File: config.mk
export PLATFORM = sky130hd
export DESIGN_NAME = id3v2_tag_frame_parser
export DESIGN_NICKNAME = d
export VERILOG_FILES = /design/src/hdl/id3_pkg.sv /design/src/hdl/id3_parse_core.sv /design/src/hdl/id3_rsp_fifo.sv /design/src/hdl/id3v2_tag_frame_parser.sv
export SDC_FILE = /design/constraint.sdc
export NUM_CORES = 1
export LEC_CHECK = 0
export ABC_AREA = 1
export BUFFER_PORTS_ARGS = -buffer_cell sky130_fd_sc_hd__buf_2
export CAP_MARGIN = 40
export CORE_UTILIZATION = 30
export CTS_CLUSTER_SIZE = 14
export DETAILED_ROUTE_END_ITERATION = 6
export PLACE_DENSITY = 0.43
export SYNTH_ARGS = -nofsm -noshare
export SYNTH_HDL_FRONTEND = slang
export SYNTH_SLANG_ARGS = --single-unit
File: constraint.sdc
create_clock -name clock -period 5.7 [get_ports clock]
set_input_delay 0.855 -clock clock [delete_from_list [all_inputs] [get_ports clock]]
set_output_delay 0.855 -clock clock [all_outputs]
set_load 0.05 [all_outputs]
File: src/hdl/id3_pkg.sv
package id3_pkg;

   // response queue depth, at least two (one item can push two results)
   localparam int RSP_DEPTH = 4;

   localparam logic [31:0] MAX_FRAME_SIZE_RST = 32'd524288;
   localparam logic [7:0]  MAX_TEXT_BYTES_RST = 8'd255;

   localparam int                  CSR_INDEX_W        = 8;
   localparam logic [CSR_INDEX_W-1:0] CSR_MAX_FRAME_SIZE = 8'd0;
   localparam logic [CSR_INDEX_W-1:0] CSR_MAX_TEXT_BYTES = 8'd1;

   // byte counter only has to be compared against a 28-bit tag size
   localparam int              POS_W   = 29;
   localparam logic [POS_W-1:0] POS_MAX = '1;

   localparam logic [23:0] TAG_MAGIC = 24'h494433;   // "ID3"

   // TIT2, TPE1, TALB, APIC
   localparam logic [31:0] FRAME_IDS [4] = '{32'h54495432, 32'h54504531,
                                            32'h54414C42, 32'h41504943};

   localparam logic [2:0] KIND_TITLE   = 3'd0;
   localparam logic [2:0] KIND_ARTIST  = 3'd1;
   localparam logic [2:0] KIND_ALBUM   = 3'd2;
   localparam logic [2:0] KIND_PICTURE = 3'd3;
   localparam logic [2:0] KIND_FINISH  = 3'd4;

   localparam logic [7:0] ST_NO_TAG     = 8'd0;
   localparam logic [7:0] ST_TAG_END    = 8'd1;
   localparam logic [7:0] ST_PADDING    = 8'd2;
   localparam logic [7:0] ST_BAD_SIZE   = 8'd3;
   localparam logic [7:0] ST_FILE_ENDED = 8'd4;

   typedef enum logic [1:0] {
      PH_TAG_HDR,
      PH_FRAME_HDR,
      PH_PAYLOAD,
      PH_DONE
   } phase_type;

   typedef enum logic [2:0] {
      CLS_NONE,
      CLS_TITLE,
      CLS_ARTIST,
      CLS_ALBUM,
      CLS_PICTURE
   } class_type;

   // text frames use STG_ENC, STG_MIME (text body) and STG_TYPE (closed)
   typedef enum logic [2:0] {
      STG_ENC,
      STG_MIME,
      STG_TYPE,
      STG_DESC,
      STG_IMAGE
   } stage_type;

   typedef struct packed {
      logic [2:0] kind;
      logic [7:0] data;
      logic       data_valid;
      logic       last;
   } rsp_item_type;

   typedef struct packed {
      logic         push0;
      logic         push1;
      rsp_item_type item0;
      rsp_item_type item1;
   } push_type;

endpackage

File: src/hdl/id3_parse_core.sv
module id3_parse_core (
   input  logic               clock,
   input  logic               reset,
   input  logic               req_valid,
   output logic               req_stall,
   input  logic [7:0]         req_data_byte,
   input  logic               req_file_end,
   input  logic [31:0]        max_frame_size,
   input  logic [7:0]         max_text_bytes,
   input  logic               rsp_room,
   output id3_pkg::push_type  push
);

   logic                        in_valid_ff, in_valid_in;
   logic [7:0]                  byte_ff;
   logic                        fe_ff;
   id3_pkg::phase_type          phase_ff, phase_in;
   logic [id3_pkg::POS_W-1:0]   pos_ff, pos_in;
   logic [27:0]                 tag_ff, tag_in;
   logic [63:0]                 shift_ff, shift_in;
   logic [3:0]                  hidx_ff, hidx_in;
   logic [31:0]                 left_ff, left_in;
   id3_pkg::class_type          cls_ff, cls_in;
   id3_pkg::stage_type          stage_ff, stage_in;
   logic [7:0]                  tcount_ff, tcount_in;
   logic [3:0]                  found_ff, found_in;
   logic                        run_open_ff, run_open_in;

   logic process;
   logic accept;

   assign process   = in_valid_ff && rsp_room;
   assign req_stall = in_valid_ff && !rsp_room;
   assign accept    = req_valid && !req_stall;
   assign in_valid_in = accept ? 1'b1 : (process ? 1'b0 : in_valid_ff);

   always_ff @(posedge clock) begin
      if (accept) begin
         byte_ff <= req_data_byte;
         fe_ff   <= req_file_end;
      end
      if (reset) begin
         in_valid_ff <= 1'b0;
         phase_ff    <= id3_pkg::PH_TAG_HDR;
         pos_ff      <= '0;
         tag_ff      <= '0;
         shift_ff    <= '0;
         hidx_ff     <= '0;
         left_ff     <= '0;
         cls_ff      <= id3_pkg::CLS_NONE;
         stage_ff    <= id3_pkg::STG_ENC;
         tcount_ff   <= '0;
         found_ff    <= '0;
         run_open_ff <= 1'b0;
      end else begin
         in_valid_ff <= in_valid_in;
         phase_ff    <= phase_in;
         pos_ff      <= pos_in;
         tag_ff      <= tag_in;
         shift_ff    <= shift_in;
         hidx_ff     <= hidx_in;
         left_ff     <= left_in;
         cls_ff      <= cls_in;
         stage_ff    <= stage_in;
         tcount_ff   <= tcount_in;
         found_ff    <= found_in;
         run_open_ff <= run_open_in;
      end
   end

   always_comb begin
      logic [63:0]           shift_v;
      logic [27:0]           tag_v;
      logic [31:0]           id_v;
      logic [31:0]           size_v;
      logic [31:0]           left_v;
      logic                  final_v;
      logic [2:0]            kind_v;
      logic [7:0]            tc_v;
      logic                  lst_v;
      id3_pkg::class_type    cls_v;
      logic                  run_v;
      id3_pkg::rsp_item_type run_item;
      logic                  fin_v;
      id3_pkg::rsp_item_type fin_item;

      phase_in    = phase_ff;
      pos_in      = pos_ff;
      tag_in      = tag_ff;
      shift_in    = shift_ff;
      hidx_in     = hidx_ff;
      left_in     = left_ff;
      cls_in      = cls_ff;
      stage_in    = stage_ff;
      tcount_in   = tcount_ff;
      found_in    = found_ff;
      run_open_in = run_open_ff;

      shift_v  = shift_ff;
      tag_v    = tag_ff;
      id_v     = shift_ff[63:32];
      size_v   = shift_ff[31:0];
      left_v   = left_ff;
      final_v  = 1'b0;
      kind_v   = 3'(cls_ff) - 3'd1;
      tc_v     = tcount_ff + 8'd1;
      lst_v    = 1'b0;
      cls_v    = id3_pkg::CLS_NONE;
      run_v    = 1'b0;
      run_item = '0;
      fin_v    = 1'b0;
      fin_item = '{kind: id3_pkg::KIND_FINISH, data: id3_pkg::ST_NO_TAG,
                   data_valid: 1'b1, last: 1'b1};

      if (process && phase_ff != id3_pkg::PH_DONE) begin
         if (pos_ff != id3_pkg::POS_MAX) pos_in = pos_ff + 1'b1;

         unique case (phase_ff)
            id3_pkg::PH_TAG_HDR: begin
               // keep "ID3" and the four size bytes
               if (hidx_ff < 4'd3 || hidx_ff >= 4'd6) shift_v = {shift_ff[55:0], byte_ff};
               shift_in = shift_v;
               hidx_in  = hidx_ff + 4'd1;
               if (hidx_ff == 4'd9) begin
                  hidx_in = '0;
                  if (shift_v[55:32] != id3_pkg::TAG_MAGIC) begin
                     fin_v         = 1'b1;
                     fin_item.data = id3_pkg::ST_NO_TAG;
                     phase_in      = id3_pkg::PH_DONE;
                  end else begin
                     tag_v  = {shift_v[30:24], shift_v[22:16], shift_v[14:8], shift_v[6:0]};
                     tag_in = tag_v;
                     if (pos_in < {1'b0, tag_v}) begin
                        phase_in = id3_pkg::PH_FRAME_HDR;
                        shift_in = '0;
                     end else begin
                        fin_v         = 1'b1;
                        fin_item.data = id3_pkg::ST_TAG_END;
                        phase_in      = id3_pkg::PH_DONE;
                     end
                  end
               end
            end
            id3_pkg::PH_FRAME_HDR: begin
               // flag bytes are not kept
               if (hidx_ff < 4'd8) shift_v = {shift_ff[55:0], byte_ff};
               shift_in = shift_v;
               hidx_in  = hidx_ff + 4'd1;
               if (hidx_ff == 4'd9) begin
                  hidx_in  = '0;
                  shift_in = '0;
                  id_v     = shift_v[63:32];
                  size_v   = shift_v[31:0];
                  if (id_v[31:24] == 8'd0) begin
                     fin_v         = 1'b1;
                     fin_item.data = id3_pkg::ST_PADDING;
                     phase_in      = id3_pkg::PH_DONE;
                  end else if (size_v == 32'd0 || size_v > max_frame_size) begin
                     fin_v         = 1'b1;
                     fin_item.data = id3_pkg::ST_BAD_SIZE;
                     phase_in      = id3_pkg::PH_DONE;
                  end else begin
                     for (int i = 0; i < 4; i++) begin
                        if (id_v == id3_pkg::FRAME_IDS[i] && !found_ff[i])
                           cls_v = id3_pkg::class_type'(3'(i + 1));
                     end
                     cls_in    = cls_v;
                     left_in   = size_v;
                     stage_in  = id3_pkg::STG_ENC;
                     tcount_in = '0;
                     phase_in  = id3_pkg::PH_PAYLOAD;
                  end
               end
            end
            id3_pkg::PH_PAYLOAD: begin
               left_v  = left_ff - 32'd1;
               left_in = left_v;
               final_v = (left_v == 32'd0);
               if (cls_ff == id3_pkg::CLS_TITLE || cls_ff == id3_pkg::CLS_ARTIST ||
                   cls_ff == id3_pkg::CLS_ALBUM) begin
                  if (stage_ff == id3_pkg::STG_ENC) begin
                     stage_in = id3_pkg::STG_MIME;
                  end else if (stage_ff == id3_pkg::STG_MIME) begin
                     if (byte_ff == 8'd0 || tcount_ff >= max_text_bytes) begin
                        stage_in = id3_pkg::STG_TYPE;
                        if (byte_ff == 8'd0 && run_open_ff) begin
                           // NUL closes the run with an empty marker
                           run_v       = 1'b1;
                           run_item    = '{kind: kind_v, data: 8'd0,
                                           data_valid: 1'b0, last: 1'b1};
                           run_open_in = 1'b0;
                        end
                     end else begin
                        lst_v       = final_v || tc_v >= max_text_bytes;
                        tcount_in   = tc_v;
                        run_v       = 1'b1;
                        run_item    = '{kind: kind_v, data: byte_ff,
                                        data_valid: 1'b1, last: lst_v};
                        found_in    = found_ff | (4'b0001 << kind_v[1:0]);
                        run_open_in = !lst_v;
                        if (lst_v) stage_in = id3_pkg::STG_TYPE;
                     end
                  end
               end else if (cls_ff == id3_pkg::CLS_PICTURE) begin
                  unique case (stage_ff)
                     id3_pkg::STG_ENC:  stage_in = id3_pkg::STG_MIME;
                     id3_pkg::STG_MIME: if (byte_ff == 8'd0) stage_in = id3_pkg::STG_TYPE;
                     id3_pkg::STG_TYPE: stage_in = id3_pkg::STG_DESC;
                     id3_pkg::STG_DESC: if (byte_ff == 8'd0) stage_in = id3_pkg::STG_IMAGE;
                     default: begin
                        run_v       = 1'b1;
                        run_item    = '{kind: id3_pkg::KIND_PICTURE, data: byte_ff,
                                        data_valid: 1'b1, last: final_v};
                        found_in    = found_ff | 4'b1000;
                        run_open_in = !final_v;
                     end
                  endcase
               end
               if (final_v) begin
                  if (pos_in < {1'b0, tag_ff}) begin
                     phase_in = id3_pkg::PH_FRAME_HDR;
                     hidx_in  = '0;
                     shift_in = '0;
                  end else begin
                     fin_v         = 1'b1;
                     fin_item.data = id3_pkg::ST_TAG_END;
                     phase_in      = id3_pkg::PH_DONE;
                  end
               end
            end
            default: ;
         endcase

         if (fe_ff && phase_in != id3_pkg::PH_DONE) begin
            fin_v         = 1'b1;
            fin_item.data = (phase_in == id3_pkg::PH_TAG_HDR) ? id3_pkg::ST_NO_TAG
                                                               : id3_pkg::ST_FILE_ENDED;
            phase_in      = id3_pkg::PH_DONE;
         end
         if (fin_v) run_open_in = 1'b0;
      end

      // run result always precedes the finish result
      push.push0 = run_v || fin_v;
      push.push1 = run_v && fin_v;
      push.item0 = run_v ? run_item : fin_item;
      push.item1 = fin_item;
   end

   a_done_sticky: assert property (@(posedge clock) disable iff (reset)
      phase_ff == id3_pkg::PH_DONE |=> phase_ff == id3_pkg::PH_DONE)
      else $error("parser left finished state without reset");

   a_push1_is_finish: assert property (@(posedge clock) disable iff (reset)
      push.push1 |-> push.push0 && push.item1.kind == id3_pkg::KIND_FINISH &&
                     push.item0.kind != id3_pkg::KIND_FINISH)
      else $error("second result of an item is not the finish");

   a_held_byte: assert property (@(posedge clock) disable iff (reset)
      in_valid_ff && !rsp_room |=> in_valid_ff && $stable(byte_ff))
      else $error("held item lost while the queue was full");

endmodule

File: src/hdl/id3_rsp_fifo.sv
module id3_rsp_fifo #(
   parameter int DEPTH = id3_pkg::RSP_DEPTH
) (
   input  logic              clock,
   input  logic              reset,
   input  id3_pkg::push_type push,
   output logic              room,
   output logic              rsp_valid,
   input  logic              rsp_stall,
   output logic [2:0]        rsp_kind,
   output logic [7:0]        rsp_data,
   output logic              rsp_data_valid,
   output logic              rsp_last
);

   localparam int PTR_W = $clog2(DEPTH);
   localparam int CNT_W = $clog2(DEPTH + 1);

   id3_pkg::rsp_item_type entry_ff [DEPTH];
   logic [PTR_W-1:0] wr_ff, wr_in, rd_ff, rd_in, wr_next;
   logic [CNT_W-1:0] count_ff, count_in;
   logic             pop;
   id3_pkg::rsp_item_type head;

   function automatic logic [PTR_W-1:0] ptr_inc(input logic [PTR_W-1:0] p);
      ptr_inc = (p == PTR_W'(DEPTH - 1)) ? '0 : p + 1'b1;
   endfunction

   assign wr_next   = ptr_inc(wr_ff);
   assign rsp_valid = (count_ff != '0);
   assign pop       = rsp_valid && !rsp_stall;
   assign room      = (count_ff <= CNT_W'(DEPTH - 2));
   assign head      = entry_ff[rd_ff];

   assign rsp_kind       = head.kind;
   assign rsp_data       = head.data;
   assign rsp_data_valid = head.data_valid;
   assign rsp_last       = head.last;

   always_comb begin
      wr_in = wr_ff;
      if (push.push1) wr_in = ptr_inc(wr_next);
      else if (push.push0) wr_in = wr_next;
      rd_in    = pop ? ptr_inc(rd_ff) : rd_ff;
      count_in = count_ff + CNT_W'(push.push0) + CNT_W'(push.push1) - CNT_W'(pop);
   end

   always_ff @(posedge clock) begin
      if (push.push0) entry_ff[wr_ff] <= push.item0;
      if (push.push1) entry_ff[wr_next] <= push.item1;
      if (reset) begin
         wr_ff    <= '0;
         rd_ff    <= '0;
         count_ff <= '0;
      end else begin
         wr_ff    <= wr_in;
         rd_ff    <= rd_in;
         count_ff <= count_in;
      end
   end

   a_push_has_room: assert property (@(posedge clock) disable iff (reset)
      push.push0 |-> room)
      else $error("result pushed without two free slots");

   a_count_bound: assert property (@(posedge clock) disable iff (reset)
      count_ff <= CNT_W'(DEPTH))
      else $error("response queue overflow");

   a_finish_closes: assert property (@(posedge clock) disable iff (reset)
      rsp_valid && rsp_kind == id3_pkg::KIND_FINISH |-> rsp_last && rsp_data_valid)
      else $error("finish result without last");

endmodule

File: src/hdl/id3v2_tag_frame_parser.sv
// ID3v2 tag frame parser.
// req channel: one file byte per item (req_data_byte) with req_file_end marking
// the last byte. rsp channel: field bytes of the first non-empty title, artist
// and album text frames and the image bytes of the first picture frame, each
// run closed by rsp_last, then one finish item (kind 4) whose data is the
// status. An item with rsp_data_valid low and rsp_last high closes a text run
// at its NUL. Runs left open at a file-ended finish are to be dropped.
// csr channel: index 0 writes max_frame_size, index 1 max_text_bytes; other
// indexes are ignored. csr_ready is always high; write only while idle.
// An accepted byte is registered in the input register, and its results are
// registered in the response queue that drives rsp.
// Throughput: one byte per cycle while req_stall is low. A byte produces at
// most two results; the response queue (RSP_DEPTH entries) must hold two free
// slots before the byte in the input register is processed, so req_stall rises
// once the queue backs up under rsp_stall. No result is lost while it is held.
// Reset (synchronous) restarts parsing at the tag header, empties the queue
// and restores the register defaults. After the finish item every byte is
// accepted and dropped until reset.
module id3v2_tag_frame_parser #(
   parameter int RSP_DEPTH = id3_pkg::RSP_DEPTH
) (
   input  logic                            clock,
   input  logic                            reset,
   input  logic                            req_valid,
   output logic                            req_stall,
   input  logic [7:0]                      req_data_byte,
   input  logic                            req_file_end,
   output logic                            rsp_valid,
   input  logic                            rsp_stall,
   output logic [2:0]                      rsp_kind,
   output logic [7:0]                      rsp_data,
   output logic                            rsp_data_valid,
   output logic                            rsp_last,
   input  logic                            csr_valid,
   output logic                            csr_ready,
   input  logic [id3_pkg::CSR_INDEX_W-1:0] csr_index,
   input  logic [31:0]                     csr_wdata
);

   logic [31:0]       max_frame_size_ff;
   logic [7:0]        max_text_bytes_ff;
   logic              room;
   id3_pkg::push_type push;

   assign csr_ready = 1'b1;

   always_ff @(posedge clock) begin
      if (reset) begin
         max_frame_size_ff <= id3_pkg::MAX_FRAME_SIZE_RST;
         max_text_bytes_ff <= id3_pkg::MAX_TEXT_BYTES_RST;
      end else if (csr_valid && csr_ready) begin
         if (csr_index == id3_pkg::CSR_MAX_FRAME_SIZE) max_frame_size_ff <= csr_wdata;
         if (csr_index == id3_pkg::CSR_MAX_TEXT_BYTES) max_text_bytes_ff <= csr_wdata[7:0];
      end
   end

   id3_parse_core u_core (
      .clock          (clock),
      .reset          (reset),
      .req_valid      (req_valid),
      .req_stall      (req_stall),
      .req_data_byte  (req_data_byte),
      .req_file_end   (req_file_end),
      .max_frame_size (max_frame_size_ff),
      .max_text_bytes (max_text_bytes_ff),
      .rsp_room       (room),
      .push           (push)
   );

   id3_rsp_fifo #(
      .DEPTH (RSP_DEPTH)
   ) u_fifo (
      .clock          (clock),
      .reset          (reset),
      .push           (push),
      .room           (room),
      .rsp_valid      (rsp_valid),
      .rsp_stall      (rsp_stall),
      .rsp_kind       (rsp_kind),
      .rsp_data       (rsp_data),
      .rsp_data_valid (rsp_data_valid),
      .rsp_last       (rsp_last)
   );

endmodule
==> results.py <==
metrics = {
    "run_status": {
        "status": "finished clean",
    },
    "floorplanning": {
        "row_count": 91,
        "dieWidth_um": 252.1,
        "dieArea_um2": 63580,
        "fp.dieH_um": 252.1,
        "start_util_pct": 30.42,
        "ios": 70,
        "core_area_um2": 61710,
    },
    "timing": {
        "slew_violations": 0,
        "clock_skew_ns": 0.02432,
        "fmax_ghz": 0.1896,
        "rsz0062_at_grt": "false",
        "fin_crit_ns": 5.274,
        "hold_violations": 0,
        "worstMarginPinSlew_ns": 0.9239,
        "max_slew_margin_pct": 37.93,
        "setup_viol": 0,
        "min_period_over_period_pct": 92.53,
        "timing.final.ws_setup_ns": 0.4258,
    },
    "worst_setup_path": {
        "critPathMaxFanout": 3,
        "ff2ff_setup_slack_ns": 0.43,
        "max_stage_delay_ns": 0.38,
        "ff2ff_path_depth": 34,
        "critPathLaunch": "u_core.pos_ff[0]$_SDFFE_PP0P_",
        "slowest_stage": "fa_1",
        "worstReg2RegEnd": "u_fifo.count_ff[2]$_SDFF_PP0_",
        "cp.arrival_ns": 5.71,
        "cpMostUsedCell": "nand2_1",
        "required_ns": 6.14,
        "critPathKind": "flip-flop to flip-flop",
        "cp-end-kind": "flip-flop",
        "critPathLaunchType": "flip-flop",
        "rr_startpoint": "u_core.pos_ff[0]$_SDFFE_PP0P_",
    },
    "placed_design": {
        "placedCellCount": 3597,
        "place_area_um2": 20120,
        "gp_congestion": 0.9149,
        "portBuffers": 68,
        "place.detailed.hpwl_um": 47080,
        "dpl_worst_slack_ns": -0.1380,
    },
    "clocking": {
        "clkTransAtPathRegs_ns": 0.06,
        "cts_max_level": 2,
        "cts_sinks": 289,
        "holdBufCountCts": 0,
        "cts_tree": "done",
        "clock_latency_ns": 0.57,
        "cts_root_buf": "clkbuf_16",
        "numCtsBuffers": 39,
        "clock_path_buffers": 3,
    },
    "grt": {
        "grt_pass1_wl_um": 99100,
        "grt_overflow": 0,
        "grtUsageTotal_pct": 19.83,
        "grt_max_degree": 62,
        "antenna_found_initial": 0,
        "grt_pass1_vias": 17440,
    },
    "logic_synthesis": {
        "synthAdderAreaFrac_pct": 8.678,
        "synth_top_family_by_area": "simple AND/OR/NAND/NOR gates",
        "synth-compound-area-share_pct": 22.56,
        "synth_cell_type_count": 55,
        "netlist_area_um2": 18770,
        "yosys_warnings": 0,
        "muxShareOfSynthArea_pct": 0,
        "synth-edff-count": 21,
        "synth-seq-area-share_pct": 31.94,
        "async_flop_share_pct": 0,
        "synth-seq-cells": 289,
        "synthSimpleGateAreaFrac_pct": 23.78,
        "synthFlopType": "dfxtp_1",
        "netlist_instances": 2763,
        "synth_area_leaders": "dfxtp_1 29%, nand2_1 9.9%, o21ai_0 8.5%",
        "avgSynthCellArea_um2": 6.794,
        "synth_xor_area_share_pct": 2.286,
        "yosysTopAreaCell": "dfxtp_1",
        "yosysTopAreaCellShare_pct": 28.58,
        "synth_nets": 2946,
    },
    "final_layout": {
        "diodes": 0,
        "fill_cells": 6747,
        "finalInstanceArea_um2": 21630,
        "nNetsFinal": 2988,
        "drive_above_1_share_pct": 10.40,
        "area_growth_pct": 15.24,
        "final_cells": 3673,
    },
    "drt": {
        "antenna_left": 0,
        "drt_wl_total_um": 63680,
        "viasPerCell": 4.989,
        "num_vias": 18320,
        "drt_iter0_markers": 1270,
        "drc_errors": 0,
        "dr.pass1.iters": 6,
        "wire_per_inst_um": 17.34,
    },
    "worst_hold_path": {
        "hp-start": "max_frame_size_ff[3]$_SDFFE_PP0P_",
        "hold_depth": 2,
        "hold_end": "max_frame_size_ff[3]$_SDFFE_PP0P_",
        "hold_path.class": "flip-flop to flip-flop",
    },
    "power": {
        "power_mw": 10.08,
        "pwr_density_cell_nw_per_um2": 466.1,
        "ir_drop_mv": 0.1863,
        "leakagePower_nw": 9.607,
    },
    "run": {
        "cap_violations": 0,
    },
}
[cell usage after synthesis (all sizes together), types with 3 or more instances]
cell,n
nor4,16
inv,362
o211ai,19
o21a,9
a211oi,25
xnor2,6
o22ai,23
o21ai,349
a221oi,12
o2111ai,12
ha,127
nor3,50
dfxtp,268
xor2,43
buf,31
nand3,111
or2,13
clkbuf,106
or4,3
clkinv,5
edfxtp,21
nor2,290
nand4,39
nand2,508
a21oi,247
a32oi,35
a31oi,18
[cell type report]
cell class	instances	area [um^2]	share of cell area, %
multi-input cells	1970	10910	50.45
clock buffers	54	1145	5.292
flip-flops and latches	289	6000	27.73
repair buffers	138	935.9	4.326
well taps	837	1047	4.841
inverters	367	1384	6.397
clock inverters	18	207.7	0.9601
[where the power goes]
group          internal [mW]  switching (mW)
Sequential              2.38           0.276
Combinational           1.54            3.31
Clock                   1.59           0.998
Total                   5.50            4.58
[layout by cell type, fill, tap and decap left out, drive strengths merged]
cell type  instances
a32oi             35
fa                 2
xnor2              6
a21oi            247
o2111ai           12
and2               1
xor2              43
nand3            111
bufinv             4
inv              363
o21ai            349
clkinvlp           2
clkbuf            54
or4                3
dfxtp            268
o221a              2
nor3              50
o41ai              2
buf              138
nor3b              2
nor2             290
ha               127
conb               1
nor4              16
a221oi            12
clkinv            16
o22ai             23
or2               13
o221ai             1
o31ai              1
o211a              1
a211oi            25
nand3b             2
o21a               9
nand2            508
o211ai            19
a31oi             18
nand4             39
edfxtp            21
[routing by layer]
metal	global-route usage [%]	part of all wire, %	vias to the layer above
li1	-	-	9373
met1	27.61	49	8530
met2	31.53	44	342
met3	2.595	3.8	78
met4	6.390	2.5	0
met5	0	0	-
[what timing repair did]
item	CTS	global route
pin swaps	0	5
endpoints found under the setup margin	2	5
endpoints found under the hold margin	0	0
gates resized for setup	2	30
buffers inserted	0	4
[registers in the layout, indices dropped and copies added (netlist names), 4 cells and up, named ones only]
signal,flops
u_core.hidx_ff,4
u_core.found_ff,4
u_core.pos_ff,29
u_core.byte_ff,8
max_frame_size_ff,32
u_core.shift_ff,64
u_core.tcount_ff,8
u_fifo.entry_ff,52
max_text_bytes_ff,8
u_core.tag_ff,28
u_core.left_ff,32
[worst max-delay path by stage]
stage               slack, ns  cells after the start                       endpoint
finish                   0.43                     34  u_fifo.count_ff[2]$_SDFF_PP0_
global route             0.01                     36  u_fifo.count_ff[2]$_SDFF_PP0_
CTS                      0.04                     34  u_fifo.count_ff[2]$_SDFF_PP0_
detailed placement      -0.14                     34  u_fifo.count_ff[2]$_SDFF_PP0_
global placement        -0.04                     34  u_fifo.count_ff[2]$_SDFF_PP0_
floorplan                0.50                     34  u_fifo.count_ff[2]$_SDFF_PP0_
[cell families (layout without fill, tap and decap cells)]
logic type | count (synthesis) | after routing
XOR/XNOR | 49 | 49
other | 1 | 1
flip-flops | 289 | 289
adder cells (fa/ha/maj) | 129 | 129
buffers and inverters | 504 | 577
AO/OA/AOI/OAI | 756 | 756
AND/OR/NAND/NOR | 1035 | 1035
[worst max-delay path, delay by kind of cell, from the launching register on]
family / cells / cell delay, ns
AND/OR/NAND/NOR: 24 / 2.98
adder cells (fa/ha/maj): 4 / 1.32
flip-flops: 1 / 0.34
XOR/XNOR: 2 / 0.25
buffers and inverters: 4 / 0.23
[through the flow]
stage / setup TNS [ns] / utilization (%) / hold slack, ns
6_report: 0 / 35.06 / 0.4642
3_3_place_gp: -0.03881 / 32.49 / 0.4538
4_1_cts: 0 / 34.81 / 0.4299
2_1_floorplan: 0 / - / 0.4301
5_1_grt: 0 / 35.06 / 0.4388
3_5_place_dp: -0.2302 / 32.60 / 0.4538
Power figures use the tool's default switching activity.
